<file path="src/hdl/sclk_pkg.sv">
// Shared codes, constants and digit-split functions for the settable clock.
package sclk_pkg;

  // Event codes carried in the func field
  localparam logic [1:0] FUNC_TICK = 2'd0;
  localparam logic [1:0] FUNC_MODE = 2'd1;
  localparam logic [1:0] FUNC_UP   = 2'd2;
  localparam logic [1:0] FUNC_DOWN = 2'd3;

  // Set modes
  localparam logic [1:0] MODE_NORMAL = 2'd0;
  localparam logic [1:0] MODE_SEC    = 2'd1;
  localparam logic [1:0] MODE_MIN    = 2'd2;
  localparam logic [1:0] MODE_HOUR   = 2'd3;

  // Configuration register indexes
  localparam logic [1:0] REG_TPS     = 2'd0;
  localparam logic [1:0] REG_BLANK   = 2'd1;
  localparam logic [1:0] REG_TIMEOUT = 2'd2;

  // Register reset values
  localparam logic [3:0] TPS_RESET     = 4'd10;
  localparam logic [3:0] BLANK_RESET   = 4'd5;
  localparam logic [4:0] TIMEOUT_RESET = 5'd20;

  // Field limits
  localparam logic [5:0] SEC_MAX   = 6'd59;
  localparam logic [5:0] MIN_MAX   = 6'd59;
  localparam logic [4:0] HOUR_MAX  = 5'd23;
  localparam logic [4:0] IDLE_MAX  = 5'd31;

  // Tens digit of a value below 60, by comparison
  function automatic logic [2:0] tens_of(input logic [5:0] v);
    logic [2:0] t;
    if      (v >= 6'd50) t = 3'd5;
    else if (v >= 6'd40) t = 3'd4;
    else if (v >= 6'd30) t = 3'd3;
    else if (v >= 6'd20) t = 3'd2;
    else if (v >= 6'd10) t = 3'd1;
    else                 t = 3'd0;
    return t;
  endfunction

  // Units digit: value minus ten times the tens digit
  function automatic logic [3:0] ones_of(input logic [5:0] v);
    logic [2:0] t;
    logic [5:0] r;
    t = tens_of(v);
    r = v - {t, 3'b000} - {2'b00, t, 1'b0};
    return r[3:0];
  endfunction

endpackage

</file>
<file path="src/hdl/sclk_in_if.sv">
// Event channel: one key or tick word per handshake.
interface sclk_in_if;
  logic       valid;
  logic       ready;
  logic [1:0] func;
  logic       keys_idle;

  modport source (output valid, output func, output keys_idle, input ready);
  modport sink   (input valid, input func, input keys_idle, output ready);
endinterface

</file>
<file path="src/hdl/sclk_out_if.sv">
// Display channel: time digits, set mode and blank flag per word.
interface sclk_out_if;
  logic       valid;
  logic       ready;
  logic [3:0] sec_ones;
  logic [2:0] sec_tens;
  logic [3:0] min_ones;
  logic [2:0] min_tens;
  logic [3:0] hour_ones;
  logic [1:0] hour_tens;
  logic [1:0] set_mode;
  logic       blank_selected;

  modport source (output valid, output sec_ones, output sec_tens, output min_ones,
                  output min_tens, output hour_ones, output hour_tens,
                  output set_mode, output blank_selected, input ready);
  modport sink   (input valid, input sec_ones, input sec_tens, input min_ones,
                  input min_tens, input hour_ones, input hour_tens,
                  input set_mode, input blank_selected, output ready);
endinterface

</file>
<file path="src/hdl/sclk_cfg_if.sv">
// Configuration write channel: register index and data per word.
interface sclk_cfg_if;
  logic       valid;
  logic       ready;
  logic [1:0] index;
  logic [4:0] data;

  modport source (output valid, output index, output data, input ready);
  modport sink   (input valid, input index, input data, output ready);
endinterface

</file>
<file path="src/hdl/settable_clock_with_timeout.sv">
// Top level: 24-hour key-settable clock with set-mode timeout.
//
//  channel  | dir | contents
//  ---------+-----+----------------------------------------------------
//  events   | in  | func, keys_idle
//  display  | out | six BCD digits, set_mode, blank_selected
//  cfg      | in  | index (0 ticks/s, 1 blank ticks, 2 timeout), data
//
//  For each event word, the state updates and the display word is
//  registered at the accepting edge, one word per clock while display.ready holds.
//  The display register is the only stage; events.ready is low only while
//  a display word waits and display.ready is low.
//  Reset (rst, synchronous) clears the time, mode, counters and registers
//  to their defaults; cfg is always ready.
module settable_clock_with_timeout (
  input  logic       clk,
  input  logic       rst,
  sclk_in_if.sink    events,
  sclk_out_if.source display,
  sclk_cfg_if.sink   cfg
);

  // Configuration registers
  logic [3:0] tps;
  logic [3:0] blank_ticks;
  logic [4:0] timeout;

  // Clock state
  logic [3:0] tick_count, tick_count_next;
  logic [5:0] seconds, seconds_next;
  logic [5:0] minutes, minutes_next;
  logic [4:0] hours, hours_next;
  logic [1:0] mode, mode_next;
  logic [4:0] idle_seconds, idle_seconds_next;

  logic [3:0] tick_inc;
  logic       sec_done;
  logic       blank_next;
  logic       in_fire;

  assign in_fire      = events.valid && events.ready;
  assign events.ready = !display.valid || display.ready;
  assign cfg.ready    = 1'b1;

  // Configuration writes
  always_ff @(posedge clk) begin
    if (rst) begin
      tps         <= sclk_pkg::TPS_RESET;
      blank_ticks <= sclk_pkg::BLANK_RESET;
      timeout     <= sclk_pkg::TIMEOUT_RESET;
    end else if (cfg.valid) begin
      case (cfg.index)
        sclk_pkg::REG_TPS:     tps         <= cfg.data[3:0];
        sclk_pkg::REG_BLANK:   blank_ticks <= cfg.data[3:0];
        sclk_pkg::REG_TIMEOUT: timeout     <= cfg.data;
        default: ;
      endcase
    end
  end

  // Next state for one event word
  always_comb begin
    tick_count_next   = tick_count;
    seconds_next      = seconds;
    minutes_next      = minutes;
    hours_next        = hours;
    mode_next         = mode;
    idle_seconds_next = idle_seconds;
    tick_inc          = tick_count + 4'd1;
    sec_done          = 1'b0;

    case (events.func)
      sclk_pkg::FUNC_TICK: begin
        // a zero tps behaves as one; wrap of the 4-bit count also ends a second
        if (tick_inc >= tps || tick_inc == 4'd0) begin
          tick_count_next = 4'd0;
          sec_done        = 1'b1;
        end else begin
          tick_count_next = tick_inc;
        end
      end
      sclk_pkg::FUNC_MODE: begin
        mode_next         = mode + 2'd1;
        idle_seconds_next = 5'd0;
      end
      sclk_pkg::FUNC_UP: begin
        case (mode)
          sclk_pkg::MODE_SEC:
            seconds_next = (seconds >= sclk_pkg::SEC_MAX) ? 6'd0 : seconds + 6'd1;
          sclk_pkg::MODE_MIN:
            minutes_next = (minutes >= sclk_pkg::MIN_MAX) ? 6'd0 : minutes + 6'd1;
          sclk_pkg::MODE_HOUR:
            hours_next = (hours >= sclk_pkg::HOUR_MAX) ? 5'd0 : hours + 5'd1;
          default: ;
        endcase
      end
      default: begin
        case (mode)
          sclk_pkg::MODE_SEC:
            seconds_next = (seconds == 6'd0) ? sclk_pkg::SEC_MAX : seconds - 6'd1;
          sclk_pkg::MODE_MIN:
            minutes_next = (minutes == 6'd0) ? sclk_pkg::MIN_MAX : minutes - 6'd1;
          sclk_pkg::MODE_HOUR:
            hours_next = (hours == 5'd0) ? sclk_pkg::HOUR_MAX : hours - 5'd1;
          default: ;
        endcase
      end
    endcase

    // One second passed: idle count, timeout and time carry chain
    if (sec_done) begin
      if (idle_seconds < sclk_pkg::IDLE_MAX) begin
        idle_seconds_next = idle_seconds + 5'd1;
        if (idle_seconds_next == timeout) mode_next = sclk_pkg::MODE_NORMAL;
      end
      if (seconds >= sclk_pkg::SEC_MAX) begin
        seconds_next = 6'd0;
        if (minutes >= sclk_pkg::MIN_MAX) begin
          minutes_next = 6'd0;
          hours_next   = (hours >= sclk_pkg::HOUR_MAX) ? 5'd0 : hours + 5'd1;
        end else begin
          minutes_next = minutes + 6'd1;
        end
      end else begin
        seconds_next = seconds + 6'd1;
      end
    end

    blank_next = (mode_next != sclk_pkg::MODE_NORMAL) &&
                 (tick_count_next < blank_ticks) && events.keys_idle;
  end

  // State registers
  always_ff @(posedge clk) begin
    if (rst) begin
      tick_count   <= 4'd0;
      seconds      <= 6'd0;
      minutes      <= 6'd0;
      hours        <= 5'd0;
      mode         <= sclk_pkg::MODE_NORMAL;
      idle_seconds <= 5'd0;
    end else if (in_fire) begin
      tick_count   <= tick_count_next;
      seconds      <= seconds_next;
      minutes      <= minutes_next;
      hours        <= hours_next;
      mode         <= mode_next;
      idle_seconds <= idle_seconds_next;
    end
  end

  // Display word valid flag
  always_ff @(posedge clk) begin
    if (rst) begin
      display.valid <= 1'b0;
    end else if (in_fire) begin
      display.valid <= 1'b1;
    end else if (display.ready) begin
      display.valid <= 1'b0;
    end
  end

  // Display word payload, split into BCD digits
  always_ff @(posedge clk) begin
    if (in_fire) begin
      display.sec_ones       <= sclk_pkg::ones_of(seconds_next);
      display.sec_tens       <= sclk_pkg::tens_of(seconds_next);
      display.min_ones       <= sclk_pkg::ones_of(minutes_next);
      display.min_tens       <= sclk_pkg::tens_of(minutes_next);
      display.hour_ones      <= sclk_pkg::ones_of({1'b0, hours_next});
      display.hour_tens      <= 2'(sclk_pkg::tens_of({1'b0, hours_next}));
      display.set_mode       <= mode_next;
      display.blank_selected <= blank_next;
    end
  end

  // Checks
  a_time_range: assert property (@(posedge clk) disable iff (rst)
    seconds <= sclk_pkg::SEC_MAX && minutes <= sclk_pkg::MIN_MAX &&
    hours <= sclk_pkg::HOUR_MAX)
    else $error("clock state out of range");

  a_word_after_accept: assert property (@(posedge clk) disable iff (rst)
    in_fire |=> display.valid)
    else $error("accepted event gave no display word");

  a_mode_key_clears_idle: assert property (@(posedge clk) disable iff (rst)
    in_fire && events.func == sclk_pkg::FUNC_MODE |=> idle_seconds == 5'd0)
    else $error("mode key did not clear idle count");

  a_no_blank_normal: assert property (@(posedge clk) disable iff (rst)
    display.valid && display.set_mode == sclk_pkg::MODE_NORMAL |-> !display.blank_selected)
    else $error("blank flag set in normal mode");

  a_display_matches_state: assert property (@(posedge clk) disable iff (rst)
    in_fire |=> display.set_mode == mode)
    else $error("display mode differs from state");

endmodule

</file>
<file path="src/flat_wrapper.sv">
// flat-port wrapper written by rule: the top's interface ports become plain ports
module settable_clock_with_timeout_flat 
  (clk, rst, events_valid, events_func, events_keys_idle, events_ready, display_valid, display_sec_ones, display_sec_tens, display_min_ones, display_min_tens, display_hour_ones, display_hour_tens, display_set_mode, display_blank_selected, display_ready, cfg_valid, cfg_index, cfg_data, cfg_ready);
  sclk_in_if events_i ();
  sclk_out_if display_i ();
  sclk_cfg_if cfg_i ();
  input  logic clk;
  input  logic rst;
  input wire logic [$bits(events_i.valid)-1:0] events_valid;
  input wire logic [$bits(events_i.func)-1:0] events_func;
  input wire logic [$bits(events_i.keys_idle)-1:0] events_keys_idle;
  output wire logic [$bits(events_i.ready)-1:0] events_ready;
  output wire logic [$bits(display_i.valid)-1:0] display_valid;
  output wire logic [$bits(display_i.sec_ones)-1:0] display_sec_ones;
  output wire logic [$bits(display_i.sec_tens)-1:0] display_sec_tens;
  output wire logic [$bits(display_i.min_ones)-1:0] display_min_ones;
  output wire logic [$bits(display_i.min_tens)-1:0] display_min_tens;
  output wire logic [$bits(display_i.hour_ones)-1:0] display_hour_ones;
  output wire logic [$bits(display_i.hour_tens)-1:0] display_hour_tens;
  output wire logic [$bits(display_i.set_mode)-1:0] display_set_mode;
  output wire logic [$bits(display_i.blank_selected)-1:0] display_blank_selected;
  input wire logic [$bits(display_i.ready)-1:0] display_ready;
  input wire logic [$bits(cfg_i.valid)-1:0] cfg_valid;
  input wire logic [$bits(cfg_i.index)-1:0] cfg_index;
  input wire logic [$bits(cfg_i.data)-1:0] cfg_data;
  output wire logic [$bits(cfg_i.ready)-1:0] cfg_ready;
  assign events_i.valid = events_valid;
  assign events_i.func = events_func;
  assign events_i.keys_idle = events_keys_idle;
  assign events_ready = events_i.ready;
  assign display_valid = display_i.valid;
  assign display_sec_ones = display_i.sec_ones;
  assign display_sec_tens = display_i.sec_tens;
  assign display_min_ones = display_i.min_ones;
  assign display_min_tens = display_i.min_tens;
  assign display_hour_ones = display_i.hour_ones;
  assign display_hour_tens = display_i.hour_tens;
  assign display_set_mode = display_i.set_mode;
  assign display_blank_selected = display_i.blank_selected;
  assign display_i.ready = display_ready;
  assign cfg_i.valid = cfg_valid;
  assign cfg_i.index = cfg_index;
  assign cfg_i.data = cfg_data;
  assign cfg_ready = cfg_i.ready;
  settable_clock_with_timeout u_core (.clk(clk), .rst(rst), .events(events_i), .display(display_i), .cfg(cfg_i));
endmodule
</file>
<file path="config.mk">
export PLATFORM = sky130hd
export DESIGN_NAME = settable_clock_with_timeout_flat
export DESIGN_NICKNAME = d
export VERILOG_FILES = /design/src/hdl/sclk_pkg.sv /design/src/hdl/sclk_in_if.sv /design/src/hdl/sclk_out_if.sv /design/src/hdl/sclk_cfg_if.sv /design/src/hdl/settable_clock_with_timeout.sv /design/src/flat_wrapper.sv
export SDC_FILE = /design/constraint.sdc
export NUM_CORES = 1
export LEC_CHECK = 0
export BUFFER_PORTS_ARGS = -buffer_cell sky130_fd_sc_hd__buf_2
export CELL_PAD_IN_SITES_DETAIL_PLACEMENT = 0
export CELL_PAD_IN_SITES_GLOBAL_PLACEMENT = 1
export CORE_MARGIN = 1.5
export CORE_UTILIZATION = 35
export CTS_CLUSTER_DIAMETER = 80
export DETAILED_ROUTE_END_ITERATION = 10
export GPL_ROUTABILITY_DRIVEN = 0
export PLACE_DENSITY = 0.69
export SLEW_MARGIN = 10
export SYNTH_ARGS = -nofsm -noshare
export SYNTH_HDL_FRONTEND = slang
export SYNTH_SLANG_ARGS = --single-unit
</file>
<file path="constraint.sdc">
create_clock -name clk -period 10.05 [get_ports clk]
set_clock_uncertainty 0.1 [all_clocks]
set_input_delay 1.005 -clock clk [delete_from_list [all_inputs] [get_ports clk]]
set_output_delay 1.005 -clock clk [all_outputs]
set_load 0.03 [all_outputs]
</file>
==> results.md, run 1 <==
- During placement, the flow inserted port buffers numbering 39.
- Setup violations remaining at the end of the flow were counted as 0.
- The worst-case IR drop observed on VDD is 63.4 uV.
- The clock latency on the worst-skew pair is around 0.34 ns.
- The final layout contains 606 nets.
- The area of the die is 13700 sq um.
- The chip width is 117 um.
- Power comes to 766 uW.
- The core region is 12700 sq um.
- In this run the number of H-tree levels came out at 3.
- The cell count after synthesis is 540.
- The signal on the critical path passes through ha_1 > xor2_1 > ha_1 > o21ai_0 > o21ai_2 > o211ai_4 > or2_4 > o21ai_2 > a22oi_1 > a21boi_0 > ha_1 > o311a_1 > a21oi_2 > xnor2_1.
- The aggregate global-route resource usage is 0.167.
- The post-detailed-placement half-perimeter wirelength is 7420 um.
- The share of the synthesized area in the top cell type is 0.185.
- Among all flip-flop cells after synthesis, the most frequent one is dfxtp_1.
- The number of antenna diodes in the final layout is 0.
- The number of vias per cell is 5.24.
- Summed over all instances, the cell type with the most area after synthesis is dfxtp_1.
- The largest delay contributor family on the critical path is compound AO/OA/AOI/OAI gates.
- After clock tree synthesis, the repair step resized 0 gates.
- The via count of the first global-routing pass is 3537.
- The final-report hold violation count was 0.
- In this run, the number of DRC markers left after iteration 0 of detailed routing was 196.
- Ranked by total cell area, the synthesized netlist is headed by dfxtp_1 (18%), edfxtp_1 (15%), ha_1 (7.4%).
- Among the stages of the critical path, the cell type that occurs most often is ha_1.
- After clock tree synthesis, the clock-pin slew on the worst setup and hold paths is ~0.060 ns.
- Yosys printed 0 warnings.
- The post-layout minimum cycle time is 4.29 ns.
- Setup repair after global routing left no endpoint under its margin.
- The count of final max-slew check failures is 0.
- The leakage power summed over all cells is 0.00200 uW.
- The total number of placement rows is 41.
- Prior to clock tree synthesis, the placed netlist has a worst setup slack of 5.76 ns.
- The count of maximum capacitance violations is 0.
- The cell at the slowest stage of the critical path is dfxtp_1.
- The synthesis-to-layout area growth is 13.2%.
- Once placement completed, the tool counted placed cells totaling 725.
- The count of flip-flops with a built-in enable after synthesis is 23.
- For this run, the register share of the synthesized area comes to 0.337.
- TritonCTS built the clock tree.
- A synthesized cell averages 8.42 sq um.
- In this run the tightest slew margin relative to its limit is 0.407.
- For this design, the sink count on the clock tree is 65.
- The number of top-level pins is 41.
- The run finished with clean final reports.
- The total grt overflow is 0.
- Along the worst path, the maximum fanout reaches 10.
- In this run the power density over the cells is 149 nW/um^2.
- The number of buffers added for setup after CTS is 0.
- Data on the critical path is required at its endpoint by around 10 ns.
- The mapped netlist covers between 4000 and 5000 sq um.
- The first detailed-routing pass took 4 iterations.
- Static timing analysis puts the maximum clock frequency at 233 MHz.
- Summed over all failing endpoints, the final setup total negative slack is 0 ns.
- The total buffers and inverters traversed by the critical path is 0.
- Ranked by instance count, the synthesized netlist is headed by nand2_1 (63), nor2_1 (62), dfxtp_1 (42).
- The number of fill cells is around 1300.
- The largest incremental delay on the critical path is 0.48 ns.
- At the pin with the least slew margin, the transition time is 0.887 ns.
- The worst setup path is captured at a flip-flop.
- The quantity of hold-fixing buffers added after cts is 0.
- Wires add up to 10500 um.
- The worst path meets setup with 5.76 ns of slack.
- After synthesis, the share of flip-flops with an asynchronous set or reset is 0.
- The synthesized flop and latch total is 65.
- For the worst setup path, the data arrival time is ~4.3 ns.
- The average detailed-routed wire length per instance is 14.2 um.
- From bottom edge to top edge, the die measures 117 um.
- The pin count of the biggest net entering global routing is 56.
- STA classifies the critical path startpoint as a flip-flop.
- The number of buffers on the longest clock path is 2.
- The initial utilization of the core area, before any placement, comes to 0.359.
- The number of antenna violations at the first check in global routing came to 0.
- The worst hold path belongs to the class flip-flop to flip-flop.
- The number of CTS-inserted buffers is 9.
- The number of standard cells in the final layout excluding fillers is ~740.
- The share of final-layout standard cells stronger than drive strength 1 is 0.160.
- nand2_1 is the most common cell in the netlist.
- The first global-routing pass estimated 17600 um of wire.
- The clock root buffer master is clkbuf_16.
- The number of nets produced by synthesis is 582.
- After synthesis, the netlist uses 78 different library cells.
- The final worst-path cycle share is 0.427.
- The critical path is of the flip-flop to flip-flop type.
- The routed layout has approximately 3900 vias.
- The post-detailed-route count of antenna-violating nets is 0.
- The residual DRC count is 0.
-- worst register-to-register path, cell delays in order, from the launching register on --
cell and delay (ns):
dfxtp_1 0.48, ha_1 0.32, xor2_1 0.19, ha_1 0.25, o21ai_0 0.19, o21ai_2 0.18
o211ai_4 0.43, or2_4 0.23, o21ai_2 0.08, a22oi_1 0.40, a21boi_0 0.30, ha_1 0.31
o311a_1 0.37, a21oi_2 0.12, xnor2_1 0.07
-- worst paths after layout --
check | depth (start not counted) | endpoint | startpoint | slack (ns)
hold / removal | 2 | u_core.blank_ticks[0]$_SDFFE_PP1P_ | u_core.blank_ticks[0]$_SDFFE_PP1P_ | 0.39
hold reg to reg | 2 | u_core.blank_ticks[0]$_SDFFE_PP1P_ | u_core.blank_ticks[0]$_SDFFE_PP1P_ | 0.39
setup reg to reg | 14 | u_core.display.hour_ones[3]$_DFFE_PP_ | u_core.tick_count[0]$_SDFFE_PP0P_ | 5.76
setup / recovery | 14 | u_core.display.hour_ones[3]$_DFFE_PP_ | u_core.tick_count[0]$_SDFFE_PP0P_ | 5.76
-- placed cells by master (no fill, tap or decap), drive strengths merged, types with 5 or more instances in the layout --
cell,count
o32ai,6
nand3,17
dfxtp,42
nor3,14
o211ai,5
nor2,65
and2,6
a31oi,8
buf,40
edfxtp,23
nand2,63
o22ai,5
inv,32
a21oi,41
clkbuf,11
nand3b,7
xor2,5
xnor2,22
o21ai,37
ha,27
nand2b,5
a211oi,15
mux2i,13
-- cells by family after synthesis --
logic type | synth area share
and+or+nand+nor | 0.203
AOI/OAI and AO/OA | 0.249
DFF | 0.337
muxes | 0.0322
buffers and inverters | 0.0479
xor gates and xnor gates | 0.0536
other | 0.000825
adders and majority gates | 0.0765
-- through the flow --
stage / cell area [sq um] / util / hold slack (ns)
2_1_floorplan: 4550 / - / 0.345
3_3_place_gp: 4850 / 0.383 / 0.372
3_5_place_dp: 4850 / 0.383 / 0.374
4_1_cts: 5150 / 0.406 / 0.388
5_1_grt: 5150 / 0.406 / 0.432
6_report: 5150 / 0.406 / 0.390
-- routing by layer --
layer | global-route usage | share of wire | up-vias
met2 | 0.262 | 0.47 | 77
met4 | 0.0635 | 0.024 | 0
met5 | 0 | 0 | -
li1 | - | - | 1991
met1 | 0.224 | 0.48 | 1792
met3 | 0.0366 | 0.032 | 22
-- where the power goes --
group	leakage (uW)	internal, uW	switching (uW)
sequential	0.000573	294	13.5
clock	0.000152	189	121
combinational	0.00127	54.9	93.6
-- area by class of cell --
cell class	count	area [sq um]	share of cell area
multi-input combinational	420	2800	0.543
sequential	65	1530	0.297
clock buffer	11	264	0.0513
tap	172	215	0.0418
timing repair buffer	40	203	0.0394
inverter	28	105	0.0204
clock inverter	5	32.5	0.00632
-- state kept, by name, indices dropped and copies added, names as in the netlist, 3 cells and up --
name                      flops
u_core.blank_ticks            4
u_core.display.hour_ones      4
u_core.display.min_ones       4
u_core.display.min_tens       3
u_core.display.sec_ones       4
u_core.display.sec_tens       3
u_core.hours                  5
u_core.idle_seconds           5
u_core.minutes                6
u_core.seconds                6
u_core.tick_count             4
u_core.timeout                5
u_core.tps                    4
(Power assumes the default switching activity.)
==> run 2, diff against run 1 <==
- PLACE_DENSITY: 0.69 -> 0.72
- clock period: 10.05 -> 3.8 ns (I/O delays scaled with it)
==> results.md, run 2 (synthesized netlist as in run 1, its figures left out) <==
- The library cell used most frequently in the layout, excluding fill and tap cells, is nand2_1.
- After layout, the worst setup slack is 0.133 ns.
- For the worst flop-to-flop path, the logic depth is 15.
- Data on the critical path arrives at its endpoint at 3.67 ns.
- The post-layout minimum cycle time is 3.67 ns.
- The number of buffers on the longest clock path is 2.
- The sort of element at the end of the critical path is a flip-flop.
- The floorplan has between 40 and 50 rows.
- The final-report hold violation count came to 0.
- The count of nets left with antenna violations once routing finished came out at 0.
- For this run, the post-layout net count is 628.
- The number of antenna violations at the first check in global routing is 0.
- The most critical setup path has its endpoint at u_core.display.sec_ones[2]$_DFFE_PP_.
- STA puts the critical path data required time at 3.80 ns.
- In this run, the number of DRC markers left after iteration 0 of detailed routing was between 200 and 300.
- Timing analysis after detailed placement gives a worst setup slack of roughly 0.09 ns.
- The via count of the routed design is 4007.
- The critical path is of the flip-flop to flip-flop type.
- After legalization and detailed placement, the total HPWL measured 7770 um.
- The root buffer cell chosen for the clock tree is clkbuf_16.
- Summed over all cells, the static leakage comes to 0.00214 uW.
- Setup slack on the worst reg-to-reg path comes out at approximately 0.13 ns.
- The residual DRC count is 0.
- The via count of the first global-routing pass is 3688.
- During I/O placement, the number of pins put on the boundary was 41.
- The CTS tree is built.
- In this run the power density over the cells is 405 nW/um^2.
- The relative max-transition margin is 0.457.
- The largest single stage delay on the critical path is 0.43 ns.
- The maximum vdd drop is 226 uV.
- In the global route stage, overall resource usage came out at 0.172.
- The floorplan step defined a die boundary enclosing 13700 sq um.
- The cell repeated most along the worst path is ha_1.
- The floorplan step defined a core boundary enclosing 12700 sq um.
- The port buffer count is 39.
- Counting every sink on the clock net gives 65.
- The largest delay contributor family on the critical path is compound AO/OA/AOI/OAI gates.
- Max-cap violations in this run came to 0.
- The die span in y is between 100 and 150 um.
- In this run, CTS created clock tree buffers numbering 9.
- In the layout the commonest cells are nand2_1 (63), nor2_1 (62), dfxtp_1 (41), buf_2 (39), a21oi_1 (38).
- The total power draw is 2190 uW.
- The count of cells in the finished layout, fillers not included, comes to 763.
- The slew of the pin with the lowest slew margin is slightly above 0.8 ns.
- The critical path starts at u_core.tick_count[1]$_SDFFE_PP0P_.
- The pin count of the biggest net entering global routing is 40.
- Hold repair after CTS inserted 0 buffers.
- Static timing analysis puts the maximum clock frequency at 273 MHz.
- In the routed layout, each cell is associated on average with a via count of 5.25.
- The first global-routing pass estimated 18100 um of wire.
- The average detailed-routed wire length per instance is 14.6 um.
- In this run the worst path has a maximum fanout of 8.
- The clock latency on the worst-skew pair is 0.35 ns.
- The cell at the slowest stage of the critical path is dfxtp_1.
- The final core utilization is 0.427.
- The worst register-to-register path begins at u_core.tick_count[1]$_SDFFE_PP0P_.
- In this run the number of cells on the critical path is 15.
- For this configuration, the core starts out at a cell density of 0.359.
- The total grt overflow is 0.
- The final worst-path cycle share is 0.965.
- The H-tree was split into 3 levels.
- Relative to the synthesized area, the layout overhead comes to 18.9%.
- After clock tree synthesis, the clock-pin slew on the worst setup and hold paths is around 0.05 ns.
- The iteration count of the initial detailed-routing pass is 5.
- The count of final max-slew check failures was 0.
- In the final layout, the share of cells above drive strength 1 is 0.198.
- The antenna diode count is 0.
- The number of placed instances, taps included, is 743.
- The critical path goes through ha_1 > xor2_1 > ha_1 > o21ai_0 > o21ai_2 > buf_4 > o311ai_4 > buf_12 > a2bb2oi_4 > nand2_1 > a21oi_1 > a2111oi_2 > or2_2 > ha_1 > xnor2_1.
- The reg-to-reg endpoint is u_core.display.sec_ones[2]$_DFFE_PP_.
- The class of the worst hold path is input pin to flip-flop.
- The flow ran to the end, and the final reports show no timing, DRC or antenna violations.
- Setup violations remaining at the end of the flow were counted as 0.
- The worst setup path is launched from a flip-flop.
- The overall routed net length is between 10000 and 15000 um.
- The largest registers in the layout are u_core.minutes (6), u_core.seconds (6).
- Summed over all failing endpoints, the final setup total negative slack is 0 ns.
- The total buffers and inverters traversed by the critical path is 2.
- The chip width is 117 um.
run 2: routing by layer:
layer	vias to the layer above	GRT usage	share of wire
li1	2045	-	-
met1	1877	0.222	0.48
met2	73	0.280	0.47
met3	12	0.0360	0.036
met4	0	0.0739	0.018
met5	-	0	0
run 2: layout make-up:
| type | count | area (sq um) |
|---|---|---|
| clock inverter | 2 | 37.5 |
| multi-input combinational | 420 | 2820 |
| clock buffer | 14 | 317 |
| inverter | 28 | 105 |
| timing repair buffer | 62 | 380 |
| tap | 172 | 215 |
| sequential | 65 | 1530 |
| fill | 1267 | 7260 |
run 2: how the worst min path moves through the flow:
stage,cells after the start,end,start,slack [ns]
after global placement,2,u_core.blank_ticks[1]$_SDFFE_PP0P_,u_core.blank_ticks[1]$_SDFFE_PP0P_,0.38
after floorplan,2,u_core.blank_ticks[0]$_SDFFE_PP1P_,u_core.blank_ticks[0]$_SDFFE_PP1P_,0.34
after global routing,3,u_core.timeout[4]$_SDFFE_PP1P_,cfg_data[4],0.17
after CTS,3,u_core.timeout[4]$_SDFFE_PP1P_,cfg_data[4],0.14
final,3,u_core.timeout[4]$_SDFFE_PP1P_,cfg_data[4],0.15
after detailed placement,2,u_core.blank_ticks[1]$_SDFFE_PP0P_,u_core.blank_ticks[1]$_SDFFE_PP0P_,0.39
run 2: worst register-to-register path: cells and delay by family (launching register included):
family	cells	cell delay [ns]
AO/OA/AOI/OAI	6	1.13
XOR/XNOR	2	0.29
adder cells (fa/ha/maj)	3	0.69
buffers and inverters	2	0.35
flip-flops	1	0.43
AND/OR/NAND/NOR	2	0.43
run 2: timing repair:
| item | in CTS | in global routing |
|---|---|---|
| endpoints found under the setup margin | 0 | 4 |
| setup buffers | 0 | 4 |
| gates resized for setup | 0 | 6 |
run 2: per-stage QoR:
| stage | hold slack, ns | area, sq um |
|---|---|---|
| after floorplan | 0.345 | 4550 |
| after global placement | 0.381 | 4990 |
| after detailed placement | 0.388 | 4990 |
| after CTS | 0.141 | 5340 |
| after global routing | 0.169 | 5410 |
| final | 0.147 | 5410 |
run 2: where the power goes:
group | switching, uW | internal [uW] | leakage, uW
clock network | 322 | 641 | 0.000171
logic | 258 | 160 | 0.00139
registers | 33.1 | 777 | 0.000574
total | 613 | 1580 | 0.00214
